$ cat src/hw/rtl/enigma_rotor_cipher_macros.svh
// Assertion macros for the rotor cipher block
`ifndef ENIGMA_ROTOR_CIPHER_MACROS_SVH
`define ENIGMA_ROTOR_CIPHER_MACROS_SVH

// condition that must hold at every clock edge out of reset
`define ERC_ASSERT_HOLD(label, cond) \
	label: assert property (@(posedge clk) disable iff (!arst_n) (cond)) \
		else $error("erc: invariant violated");

// same-cycle implication
`define ERC_ASSERT_IMP(label, ante, cons) \
	label: assert property (@(posedge clk) disable iff (!arst_n) (ante) |-> (cons)) \
		else $error("erc: implication violated");

`endif

$ cat src/hw/rtl/erc_pkg.sv
// Package: types, wiring tables and letter arithmetic for the rotor cipher
`timescale 1ns / 1ps
`default_nettype none
package erc_pkg;

	localparam int ROTOR_COUNT   = 3;
	localparam int ALPHABET_SIZE = 26;
	localparam int WHEEL_COUNT   = 8;
	localparam int REFL_COUNT    = 3;

	localparam logic [4:0] SPACE_CODE = 5'd26;
	localparam logic [4:0] LAST_LETTER = 5'd25;

	localparam logic [2:0] CFG_WHEEL_ORDER      = 3'd0;
	localparam logic [2:0] CFG_REFLECTOR_SELECT = 3'd1;
	localparam logic [2:0] CFG_RING_SETTINGS    = 3'd2;
	localparam logic [2:0] CFG_START_POSITIONS  = 3'd3;
	localparam logic [2:0] CFG_PLUG_PAIRS_A     = 3'd4;
	localparam logic [2:0] CFG_PLUG_PAIRS_B     = 3'd5;

	localparam logic OP_CIPHER = 1'b0;
	localparam logic OP_RELOAD = 1'b1;

	localparam logic [8*ALPHABET_SIZE-1:0] WHEEL_STR [WHEEL_COUNT] = '{
		"EKMFLGDQVZNTOWYHXUSPAIBRCJ",
		"AJDKSIRUXBLHWTMCQGZNPYFVOE",
		"BDFHJLCPRTXVZNYEIWGAKMUSQO",
		"ESOVPZJAYQUIRHXLNFTGKDCMWB",
		"VZBRGITYUPSDNHLXAWMJQOFECK",
		"JPGVOUMFYQBENHZRDKASXLICTW",
		"NZJHGRCXMYSWBOUFAIVLPEKQDT",
		"FKQHTLXOCBJSPDZRAMEWNIUYGV"
	};

	localparam logic [8*ALPHABET_SIZE-1:0] REFL_STR [REFL_COUNT] = '{
		"EJMZALYXVBWFCRQUONTSPIKHGD",
		"YRUHQSLDPXNGOKMIEBFZCWVJAT",
		"FVPJIAOYEDRZXWGCTKUQSBNMHL"
	};

	localparam logic [4:0] TURN_A [WHEEL_COUNT] = '{
		5'd16, 5'd4, 5'd21, 5'd9, 5'd25, 5'd25, 5'd25, 5'd25
	};
	localparam logic [4:0] TURN_B [WHEEL_COUNT] = '{
		5'd16, 5'd4, 5'd21, 5'd9, 5'd25, 5'd12, 5'd12, 5'd12
	};

	typedef struct packed {
		logic [8:0]  wheel_order;
		logic [1:0]  reflector_select;
		logic [14:0] ring_settings;
		logic [14:0] start_positions;
		logic [49:0] plug_pairs_a;
		logic [49:0] plug_pairs_b;
	} erc_cfg_t;

	// one beat handed from the front to the back; shift index 0 is the left rotor
	typedef struct packed {
		logic        letter;
		logic [4:0]  symbol;
		logic [14:0] windows;
		logic [ROTOR_COUNT-1:0][4:0] shift;
	} erc_item_t;

	function automatic logic [4:0] fold26(input logic [4:0] v);
		return (v >= 5'(ALPHABET_SIZE)) ? 5'(v - 5'(ALPHABET_SIZE)) : v;
	endfunction

	function automatic logic [4:0] add26(input logic [4:0] a, input logic [4:0] b);
		logic [5:0] t;
		t = {1'b0, a} + {1'b0, b};
		return (t >= 6'(ALPHABET_SIZE)) ? 5'(t - 6'(ALPHABET_SIZE)) : 5'(t);
	endfunction

	function automatic logic [4:0] sub26(input logic [4:0] a, input logic [4:0] b);
		logic [5:0] t;
		t = {1'b0, a} + 6'(ALPHABET_SIZE) - {1'b0, b};
		return (t >= 6'(ALPHABET_SIZE)) ? 5'(t - 6'(ALPHABET_SIZE)) : 5'(t);
	endfunction

	function automatic logic [4:0] inc26(input logic [4:0] p);
		return (p >= LAST_LETTER) ? 5'd0 : 5'(p + 5'd1);
	endfunction

	function automatic logic [4:0] wheel_fwd(input logic [2:0] w, input logic [4:0] i);
		logic [7:0] ch;
		ch = WHEEL_STR[w][8*(ALPHABET_SIZE-1-int'(i)) +: 8];
		return 5'(ch - 8'd65);
	endfunction

	function automatic logic [4:0] wheel_inv(input logic [2:0] w, input logic [4:0] i);
		logic [4:0] o;
		o = 5'd0;
		for (int k = 0; k < ALPHABET_SIZE; k++) begin
			if (wheel_fwd(w, 5'(k)) == i) o = 5'(k);
		end
		return o;
	endfunction

	function automatic logic [4:0] reflect(input logic [1:0] r, input logic [4:0] i);
		logic [1:0] sel;
		logic [7:0] ch;
		sel = (r == 2'd3) ? 2'd1 : r;
		ch = REFL_STR[sel][8*(ALPHABET_SIZE-1-int'(i)) +: 8];
		return 5'(ch - 8'd65);
	endfunction

	function automatic logic [4:0] rotor_pass(input logic [2:0] w, input logic [4:0] sh,
			input logic [4:0] c, input logic inverse);
		logic [4:0] idx;
		logic [4:0] o;
		idx = add26(c, sh);
		o = inverse ? wheel_inv(w, idx) : wheel_fwd(w, idx);
		return sub26(o, sh);
	endfunction

	function automatic logic at_notch(input logic [2:0] w, input logic [4:0] p);
		return (p == TURN_A[w]) || (p == TURN_B[w]);
	endfunction

	// later pairs override earlier ones, as on a board rewired in order
	function automatic logic [4:0] plug(input logic [49:0] pa, input logic [49:0] pb,
			input logic [4:0] c);
		logic [4:0] m;
		logic [49:0] r;
		logic [4:0] x;
		logic [4:0] y;
		m = c;
		for (int i = 0; i < 10; i++) begin
			r = (i < 5) ? pa : pb;
			x = r[10*(i%5) +: 5];
			y = r[10*(i%5)+5 +: 5];
			if (x <= LAST_LETTER && y <= LAST_LETTER && x != y) begin
				if (x == c) m = y;
				else if (y == c) m = x;
			end
		end
		return m;
	endfunction

endpackage
`default_nettype wire

$ cat src/hw/rtl/erc_in_if.sv
// Input channel: op and symbol beats
`timescale 1ns / 1ps
`default_nettype none
interface erc_in_if;
	logic       valid;
	logic       ready;
	logic       op;
	logic [4:0] symbol;

	modport source(output valid, output op, output symbol, input ready);
	modport sink(input valid, input op, input symbol, output ready);
endinterface
`default_nettype wire

$ cat src/hw/rtl/erc_out_if.sv
// Output channel: enciphered symbol and window letters
`timescale 1ns / 1ps
`default_nettype none
interface erc_out_if;
	logic        valid;
	logic        ready;
	logic [4:0]  cipher_symbol;
	logic [14:0] window_letters;

	modport source(output valid, output cipher_symbol, output window_letters, input ready);
	modport sink(input valid, input cipher_symbol, input window_letters, output ready);
endinterface
`default_nettype wire

$ cat src/hw/rtl/erc_queue.sv
// Short register queue between the stepping front and the substitution back
`timescale 1ns / 1ps
`default_nettype none
module erc_queue #(
	parameter int DEPTH = 2
) (
	input  wire logic              clk,
	input  wire logic              arst_n,
	input  wire logic              push,
	input  wire erc_pkg::erc_item_t push_item,
	input  wire logic              pop,
	output logic                   not_full,
	output logic                   not_empty,
	output erc_pkg::erc_item_t     head
);
	localparam int PTR_W = (DEPTH > 1) ? $clog2(DEPTH) : 1;
	localparam int CNT_W = $clog2(DEPTH + 1);

	erc_pkg::erc_item_t mem_q [DEPTH];
	logic [PTR_W-1:0] wr_ptr_q;
	logic [PTR_W-1:0] rd_ptr_q;
	logic [CNT_W-1:0] count_q;

	logic do_push;
	logic do_pop;

	assign not_full  = (count_q != CNT_W'(DEPTH));
	assign not_empty = (count_q != '0);
	assign head      = mem_q[rd_ptr_q];
	assign do_push   = push && not_full;
	assign do_pop    = pop && not_empty;

	function automatic logic [PTR_W-1:0] next_ptr(input logic [PTR_W-1:0] p);
		return (p == PTR_W'(DEPTH - 1)) ? '0 : PTR_W'(p + 1'b1);
	endfunction

	always_ff @(posedge clk) begin
		if (do_push) mem_q[wr_ptr_q] <= push_item;
	end

	always_ff @(posedge clk or negedge arst_n) begin
		if (!arst_n) begin
			wr_ptr_q <= '0;
			rd_ptr_q <= '0;
			count_q  <= '0;
		end else begin
			if (do_push) wr_ptr_q <= next_ptr(wr_ptr_q);
			if (do_pop) rd_ptr_q <= next_ptr(rd_ptr_q);
			if (do_push && !do_pop) count_q <= CNT_W'(count_q + 1'b1);
			else if (do_pop && !do_push) count_q <= CNT_W'(count_q - 1'b1);
		end
	end
endmodule
`default_nettype wire

$ cat src/hw/rtl/erc_front.sv
// Front: accepts beats, steps the rotors and works out per-rotor offsets
`timescale 1ns / 1ps
`default_nettype none
module erc_front (
	input  wire logic              clk,
	input  wire logic              arst_n,
	input  wire erc_pkg::erc_cfg_t cfg,
	erc_in_if.sink                 symbols,
	input  wire logic              queue_ready,
	output logic                   push,
	output erc_pkg::erc_item_t     item
);
	logic [4:0] pos_q [erc_pkg::ROTOR_COUNT];
	logic [4:0] pos_nxt [erc_pkg::ROTOR_COUNT];
	logic letter;
	logic mid_n;
	logic right_n;

	assign symbols.ready = queue_ready;
	assign push   = symbols.valid && queue_ready;
	assign letter = (symbols.op == erc_pkg::OP_CIPHER) && (symbols.symbol <= erc_pkg::LAST_LETTER);
	assign mid_n   = erc_pkg::at_notch(cfg.wheel_order[5:3], pos_q[1]);
	assign right_n = erc_pkg::at_notch(cfg.wheel_order[2:0], pos_q[2]);

	always_comb begin
		for (int s = 0; s < erc_pkg::ROTOR_COUNT; s++) pos_nxt[s] = pos_q[s];
		if (symbols.op == erc_pkg::OP_RELOAD) begin
			for (int s = 0; s < erc_pkg::ROTOR_COUNT; s++)
				pos_nxt[s] = erc_pkg::fold26(
					cfg.start_positions[5*(erc_pkg::ROTOR_COUNT-1-s) +: 5]);
		end else if (letter) begin
			if (mid_n) begin
				pos_nxt[0] = erc_pkg::inc26(pos_q[0]);
				pos_nxt[1] = erc_pkg::inc26(pos_q[1]);
			end else if (right_n) begin
				pos_nxt[1] = erc_pkg::inc26(pos_q[1]);
			end
			pos_nxt[2] = erc_pkg::inc26(pos_q[2]);
		end
	end

	always_comb begin
		item.letter  = letter;
		item.symbol  = symbols.symbol;
		item.windows = {pos_nxt[0], pos_nxt[1], pos_nxt[2]};
		for (int s = 0; s < erc_pkg::ROTOR_COUNT; s++)
			item.shift[s] = erc_pkg::sub26(pos_nxt[s], erc_pkg::fold26(
				cfg.ring_settings[5*(erc_pkg::ROTOR_COUNT-1-s) +: 5]));
	end

	// reset value of start_positions is all zero
	always_ff @(posedge clk or negedge arst_n) begin
		if (!arst_n) begin
			for (int s = 0; s < erc_pkg::ROTOR_COUNT; s++) pos_q[s] <= 5'd0;
		end else if (push) begin
			for (int s = 0; s < erc_pkg::ROTOR_COUNT; s++) pos_q[s] <= pos_nxt[s];
		end
	end
endmodule
`default_nettype wire

$ cat src/hw/rtl/erc_back.sv
// Back: six-stage substitution pipeline, last stage is the output register
`timescale 1ns / 1ps
`default_nettype none
module erc_back (
	input  wire logic              clk,
	input  wire logic              arst_n,
	input  wire erc_pkg::erc_cfg_t cfg,
	input  wire logic              head_valid,
	input  wire erc_pkg::erc_item_t head,
	output logic                   pop,
	erc_out_if.source              results
);
	typedef struct packed {
		logic        letter;
		logic [4:0]  c;
		logic [14:0] windows;
		logic [erc_pkg::ROTOR_COUNT-1:0][4:0] shift;
	} stage_t;

	logic [2:0] w_l;
	logic [2:0] w_m;
	logic [2:0] w_r;
	logic adv;

	logic v_s1, v_s2, v_s3, v_s4, v_s5, v_s6;
	stage_t st_s1, st_s2, st_s3, st_s4, st_s5;
	logic [4:0]  cipher_s6;
	logic [14:0] windows_s6;

	assign w_l = cfg.wheel_order[8:6];
	assign w_m = cfg.wheel_order[5:3];
	assign w_r = cfg.wheel_order[2:0];
	assign adv = !v_s6 || results.ready;
	assign pop = adv && head_valid;

	assign results.valid          = v_s6;
	assign results.cipher_symbol  = cipher_s6;
	assign results.window_letters = windows_s6;

	always_ff @(posedge clk or negedge arst_n) begin
		if (!arst_n) begin
			v_s1 <= 1'b0;
			v_s2 <= 1'b0;
			v_s3 <= 1'b0;
			v_s4 <= 1'b0;
			v_s5 <= 1'b0;
			v_s6 <= 1'b0;
		end else if (adv) begin
			v_s1 <= head_valid;
			v_s2 <= v_s1;
			v_s3 <= v_s2;
			v_s4 <= v_s3;
			v_s5 <= v_s4;
			v_s6 <= v_s5;
		end
	end

	always_ff @(posedge clk) begin
		if (adv) begin
			// plugboard in, right rotor forward
			st_s1.letter  <= head.letter;
			st_s1.windows <= head.windows;
			st_s1.shift   <= head.shift;
			st_s1.c <= erc_pkg::rotor_pass(w_r, head.shift[2],
				erc_pkg::plug(cfg.plug_pairs_a, cfg.plug_pairs_b, head.symbol), 1'b0);
			// middle forward
			st_s2.letter  <= st_s1.letter;
			st_s2.windows <= st_s1.windows;
			st_s2.shift   <= st_s1.shift;
			st_s2.c <= erc_pkg::rotor_pass(w_m, st_s1.shift[1], st_s1.c, 1'b0);
			// left forward, reflector
			st_s3.letter  <= st_s2.letter;
			st_s3.windows <= st_s2.windows;
			st_s3.shift   <= st_s2.shift;
			st_s3.c <= erc_pkg::reflect(cfg.reflector_select,
				erc_pkg::rotor_pass(w_l, st_s2.shift[0], st_s2.c, 1'b0));
			// left inverse
			st_s4.letter  <= st_s3.letter;
			st_s4.windows <= st_s3.windows;
			st_s4.shift   <= st_s3.shift;
			st_s4.c <= erc_pkg::rotor_pass(w_l, st_s3.shift[0], st_s3.c, 1'b1);
			// middle inverse
			st_s5.letter  <= st_s4.letter;
			st_s5.windows <= st_s4.windows;
			st_s5.shift   <= st_s4.shift;
			st_s5.c <= erc_pkg::rotor_pass(w_m, st_s4.shift[1], st_s4.c, 1'b1);
			// right inverse, plugboard out
			windows_s6 <= st_s5.windows;
			cipher_s6  <= st_s5.letter
				? erc_pkg::plug(cfg.plug_pairs_a, cfg.plug_pairs_b,
					erc_pkg::rotor_pass(w_r, st_s5.shift[2], st_s5.c, 1'b1))
				: erc_pkg::SPACE_CODE;
		end
	end
endmodule
`default_nettype wire

$ cat src/hw/rtl/enigma_rotor_cipher.sv
// An accepted input beat passes through the queue, then the substitution pipeline.
// Throughput: one beat per cycle while the queue has room; the front steps the rotors
// on accept; the six-stage pipeline takes a beat every cycle unless the output stalls.
// Reset (arst_n low, asynchronous): rotors at window letters 0, queue and pipeline empty,
// configuration registers back to their reset values (wheels I II III, reflector B).
`timescale 1ns / 1ps
`default_nettype none
`include "enigma_rotor_cipher_macros.svh"
module enigma_rotor_cipher #(
	parameter int QUEUE_DEPTH = 2
) (
	input  wire logic        clk,
	input  wire logic        arst_n,
	input  wire logic        cfg_we,
	input  wire logic [2:0]  cfg_index,
	input  wire logic [49:0] cfg_wdata,
	erc_in_if.sink           symbols,
	erc_out_if.source        results
);
	erc_pkg::erc_cfg_t cfg_q;
	erc_pkg::erc_item_t push_item;
	erc_pkg::erc_item_t head;
	logic push;
	logic pop;
	logic not_full;
	logic not_empty;

	always_ff @(posedge clk or negedge arst_n) begin
		if (!arst_n) begin
			cfg_q.wheel_order      <= 9'd10;
			cfg_q.reflector_select <= 2'd1;
			cfg_q.ring_settings    <= '0;
			cfg_q.start_positions  <= '0;
			cfg_q.plug_pairs_a     <= '0;
			cfg_q.plug_pairs_b     <= '0;
		end else if (cfg_we) begin
			case (cfg_index)
				erc_pkg::CFG_WHEEL_ORDER:      cfg_q.wheel_order      <= cfg_wdata[8:0];
				erc_pkg::CFG_REFLECTOR_SELECT: cfg_q.reflector_select <= cfg_wdata[1:0];
				erc_pkg::CFG_RING_SETTINGS:    cfg_q.ring_settings    <= cfg_wdata[14:0];
				erc_pkg::CFG_START_POSITIONS:  cfg_q.start_positions  <= cfg_wdata[14:0];
				erc_pkg::CFG_PLUG_PAIRS_A:     cfg_q.plug_pairs_a     <= cfg_wdata;
				erc_pkg::CFG_PLUG_PAIRS_B:     cfg_q.plug_pairs_b     <= cfg_wdata;
				default: ;
			endcase
		end
	end

	erc_front u_front (
		.clk         (clk),
		.arst_n      (arst_n),
		.cfg         (cfg_q),
		.symbols     (symbols),
		.queue_ready (not_full),
		.push        (push),
		.item        (push_item)
	);

	erc_queue #(
		.DEPTH (QUEUE_DEPTH)
	) u_queue (
		.clk       (clk),
		.arst_n    (arst_n),
		.push      (push),
		.push_item (push_item),
		.pop       (pop),
		.not_full  (not_full),
		.not_empty (not_empty),
		.head      (head)
	);

	erc_back u_back (
		.clk        (clk),
		.arst_n     (arst_n),
		.cfg        (cfg_q),
		.head_valid (not_empty),
		.head       (head),
		.pop        (pop),
		.results    (results)
	);

	`ERC_ASSERT_IMP(a_cipher_range, results.valid, results.cipher_symbol <= erc_pkg::SPACE_CODE)
	`ERC_ASSERT_IMP(a_window_range, results.valid, (results.window_letters[14:10] <= erc_pkg::LAST_LETTER) && (results.window_letters[9:5] <= erc_pkg::LAST_LETTER) && (results.window_letters[4:0] <= erc_pkg::LAST_LETTER))
	`ERC_ASSERT_IMP(a_reload_windows, push && (symbols.op == erc_pkg::OP_RELOAD), (push_item.windows[14:10] == erc_pkg::fold26(cfg_q.start_positions[14:10])) && (push_item.windows[9:5] == erc_pkg::fold26(cfg_q.start_positions[9:5])) && (push_item.windows[4:0] == erc_pkg::fold26(cfg_q.start_positions[4:0])))
	`ERC_ASSERT_HOLD(a_no_push_when_full, !(push && !not_full))
endmodule
`default_nettype wire
$ cat src/flat_wrapper.sv
// flat-port wrapper written by rule: the top's interface ports become plain ports
module enigma_rotor_cipher_flat 
#(
	parameter int QUEUE_DEPTH = 2
)
  (clk, arst_n, cfg_we, cfg_index, cfg_wdata, symbols_valid, symbols_op, symbols_symbol, symbols_ready, results_valid, results_cipher_symbol, results_window_letters, results_ready);
  erc_in_if symbols_i ();
  erc_out_if results_i ();
  input  wire logic clk;
  input  wire logic arst_n;
  input  wire logic cfg_we;
  input  wire logic [2:0] cfg_index;
  input  wire logic [49:0] cfg_wdata;
  input wire logic [$bits(symbols_i.valid)-1:0] symbols_valid;
  input wire logic [$bits(symbols_i.op)-1:0] symbols_op;
  input wire logic [$bits(symbols_i.symbol)-1:0] symbols_symbol;
  output wire logic [$bits(symbols_i.ready)-1:0] symbols_ready;
  output wire logic [$bits(results_i.valid)-1:0] results_valid;
  output wire logic [$bits(results_i.cipher_symbol)-1:0] results_cipher_symbol;
  output wire logic [$bits(results_i.window_letters)-1:0] results_window_letters;
  input wire logic [$bits(results_i.ready)-1:0] results_ready;
  assign symbols_i.valid = symbols_valid;
  assign symbols_i.op = symbols_op;
  assign symbols_i.symbol = symbols_symbol;
  assign symbols_ready = symbols_i.ready;
  assign results_valid = results_i.valid;
  assign results_cipher_symbol = results_i.cipher_symbol;
  assign results_window_letters = results_i.window_letters;
  assign results_i.ready = results_ready;
  enigma_rotor_cipher #(.QUEUE_DEPTH(QUEUE_DEPTH)) u_core (.clk(clk), .arst_n(arst_n), .cfg_we(cfg_we), .cfg_index(cfg_index), .cfg_wdata(cfg_wdata), .symbols(symbols_i), .results(results_i));
endmodule
$ cat config.mk
export PLATFORM = sky130hd
export DESIGN_NAME = enigma_rotor_cipher_flat
export DESIGN_NICKNAME = d
export VERILOG_FILES = /design/src/hw/rtl/erc_pkg.sv /design/src/hw/rtl/erc_in_if.sv /design/src/hw/rtl/erc_out_if.sv /design/src/hw/rtl/erc_queue.sv /design/src/hw/rtl/erc_front.sv /design/src/hw/rtl/erc_back.sv /design/src/hw/rtl/enigma_rotor_cipher.sv /design/src/flat_wrapper.sv
export VERILOG_INCLUDE_DIRS = /design/src /design/src/hw/rtl
export SDC_FILE = /design/constraint.sdc
export NUM_CORES = 2
export LEC_CHECK = 0
export BUFFER_PORTS_ARGS = -buffer_cell sky130_fd_sc_hd__buf_2
export CORE_MARGIN = 2
export CORE_UTILIZATION = 30
export DETAILED_ROUTE_END_ITERATION = 6
export PLACE_DENSITY = 0.46
export SLEW_MARGIN = 10
export SYNTH_ARGS = -nofsm -noshare
export SYNTH_HDL_FRONTEND = slang
export SYNTH_HIERARCHICAL = 1
export SYNTH_SLANG_ARGS = --single-unit
$ cat constraint.sdc
create_clock -name clk -period 14.5 [get_ports clk]
set_input_delay 0 -clock clk [delete_from_list [all_inputs] [get_ports clk]]
set_output_delay 0 -clock clk [all_outputs]
set_load 0.01 [all_outputs]
==> results.yml <==
drt:
  met2WireLength_mm: 75.2
  met1Wirelength_mm: 76.1
  routed-wl-met3_mm: 10.5
  first_iter_violations: 4162
  drtAntennaViolNets: 0
  first_pass_iters: 7
  drc_errors: 0
  routedWlPerCell_um: 22.8
  top_layer: "met4"
  wl_mm: 167
  vias_per_cell: 5.63
  num_vias: 41300
cts:
  clkSinkCount: 423
  clock_path_buffers: 3
  cts_setup_buffers: 0
  cts_tree: "yes"
  cts_made_buffers: 46
  cts_root_buffer: "clkbuf_16"
  h-tree-depth: 2
  clk_latency_ns: 0.63
  clkTransAtPathRegs_ns: 0.06
critical_path:
  crit_path_frequent_cell: "ha_1"
  worstSetupPathType: "reg2reg"
  path_max_fanout: 32
  cp-end-kind: "flop"
  slowest_delay_ns: 1.06
  startpoint_type: "flop"
  cpMaxStageDelayCell: "ha_1"
  cp.arrival_ns: 13.10
  required_ns: 14.84
final_layout:
  utilization: 0.332
  stdcell_area_mm2: 0.0504
  drive_above_1_share: 0.113
  layout.nets: 5624
  syn2layout_area_growth_pct: 9.67
  final_cells: 7335
timing:
  finalHoldViolations: 0
  final.min_clock_period_ns: 12.76
  fin_skew_ns: 0.0278
  max_slew_margin: 0.168
  drv_slew: 0
  fmax_ghz: 0.0784
  tns_ns: 0
  setup_viol: 0
  worst_slew_pin_slew_ns: 1.22
  rsz0062_at_grt: "false"
  fin_crit_sh: 0.880
hold_path:
  holdCritPathClass: "in2reg"
floorplan:
  core_mm2: 0.152
  io_pins: 86
  die_w_um: 396
  dieArea_mm2: 0.156
  die_y_um: 396
  start_util: 0.302
  num_rows: 143
global_route:
  grt_pass1_wl_mm: 252
  grt_max_degree: 78
  grt_pass1_vias: 39100
  overflow: 0
  track_usage: 0.205
  antenna_found_initial: 3
synth:
  synth_flop_cell: "edfxtp_1"
  async_flop_share: 0.392
  synth_nets: 5728
  synth_cells: 5371
  yosys_register_bits: 423
  syn-cell-area_mm2: 0.0460
  ys_top_cells_by_area: "edfxtp_1, xnor2_1, dfrtp_1"
  yosysTopAreaCellShare: 0.168
  ys_seq_area_frac: 0.258
  synth_area_leader_cell: "edfxtp_1"
  yosysWarnings: 6
  synth.avg_cell_area_um2: 8.56
  ys_types: 120
  synth_edf_count: 257
placed_design:
  io_buffer_count: 85
  place_congestion: 0.967
  dp.cells: 7186
  dpl_cell_area_mm2: 0.0482
  dpl.hpwl_mm: 122
job:
  drv_cap: 0
run_status:
  status: "completed"
## logic make-up after synthesis
group,share of synthesized area
flip-flops,0.258
buffers and inverters,0.0595
adder cells (fa/ha/maj),0.0830
multiplexers,0.0861
AO/OA/AOI/OAI,0.199
AND/OR/NAND/NOR,0.158
XOR/XNOR,0.156
## worst paths after layout
check / start / to / slack, ns / depth (start not counted)
max: u_core/u_back/st_s2[0] / u_core/u_back/st_s3[34] / 1.74 / 43
min: symbols_symbol[0] / u_core/u_queue/mem_q[0][30] / 0.12 / 2
max reg2reg: u_core/u_back/st_s2[0] / u_core/u_back/st_s3[34] / 1.74 / 43
min reg2reg: u_core/u_back/st_s2[22] / u_core/u_back/st_s3[22] / 0.41 / 0
max in group asynchronous: arst_n / u_core/cfg_q[137] / 12.32 / 5
min in group asynchronous: arst_n / u_core/cfg_q[76] / 0.45 / 4
## critical path: cells and delay by family, from the launching register on
family,cells,cell delay [ns]
compound gates,10,2.55
xor+xnor,5,1.29
fa+ha+maj,11,3.93
buf+inv,9,1.71
flops,1,0.42
mux,3,1.15
simple gates,5,1.40
## synth_stat cells, types with 74 or more instances
cell,instances
dfrtp_1,163
ha_1,274
clkbuf_1,278
edfxtp_1,257
nand3_1,153
xor2_1,281
nor3_1,164
a211oi_1,74
o22ai_1,74
a21oi_1,308
a31oi_1,78
mux2_4,80
mux2_2,115
nand2_1,356
nor2_1,431
xnor2_1,518
inv_1,235
o21ai_0,282
o211ai_1,85
mux2i_1,75
## metal layers
layer,up-vias,GRT usage
li1,19300,-
met1,20200,0.291
met2,1578,0.327
met3,265,0.0212
met4,0,0.0622
met5,-,0
## sequential cells by signal (all words and copies together) (netlist names), 26 cells and up
register              cells
u_core/u_queue/mem_q     72
u_core/cfg_q            141
u_core/u_back/st_s4      31
u_core/u_back/st_s1      36
u_core/u_back/st_s2      36
u_core/u_back/st_s5      26
u_core/u_back/st_s3      36
## metrics by stage
stage	worst slack [ns]	hold WS, ns
finish	1.74	0.119
global route	0.743	0.106
CTS	1.86	0.0730
detailed placement	1.93	-0.0365
global placement	1.97	-0.0340
floorplan	3.84	-0.296
## cells in the final DEF, fill, tap and decap left out, types with 115 or more instances in the layout
cell,count
xor2_1,281
nor3_1,164
nand2_1,356
o21ai_0,282
nor2_1,428
edfxtp_1,257
dfrtp_1,157
a21oi_1,306
xnor2_1,514
ha_1,271
inv_1,235
mux2_2,115
nand3_1,153
## timing repair
action	in CTS	in global routing
resized for setup	0	0
hold buffers	63	0
endpoints found under the hold margin	221	0
## final cells by class
type | count | area (µm²)
diodes | 1 | 2.50
clock buffers | 59 | 1260
clock inverters | 26 | 362
fillers | 16000 | 102000
inverters | 252 | 946
multi-input cells | 4284 | 31500
flip-flops and latches | 423 | 11900
well taps | 2030 | 2540
repair buffers | 260 | 1920
Power is left out: the tool's default activity adds up to more than one toggle a clock period on the data nets, which glitch-free logic cannot reach.
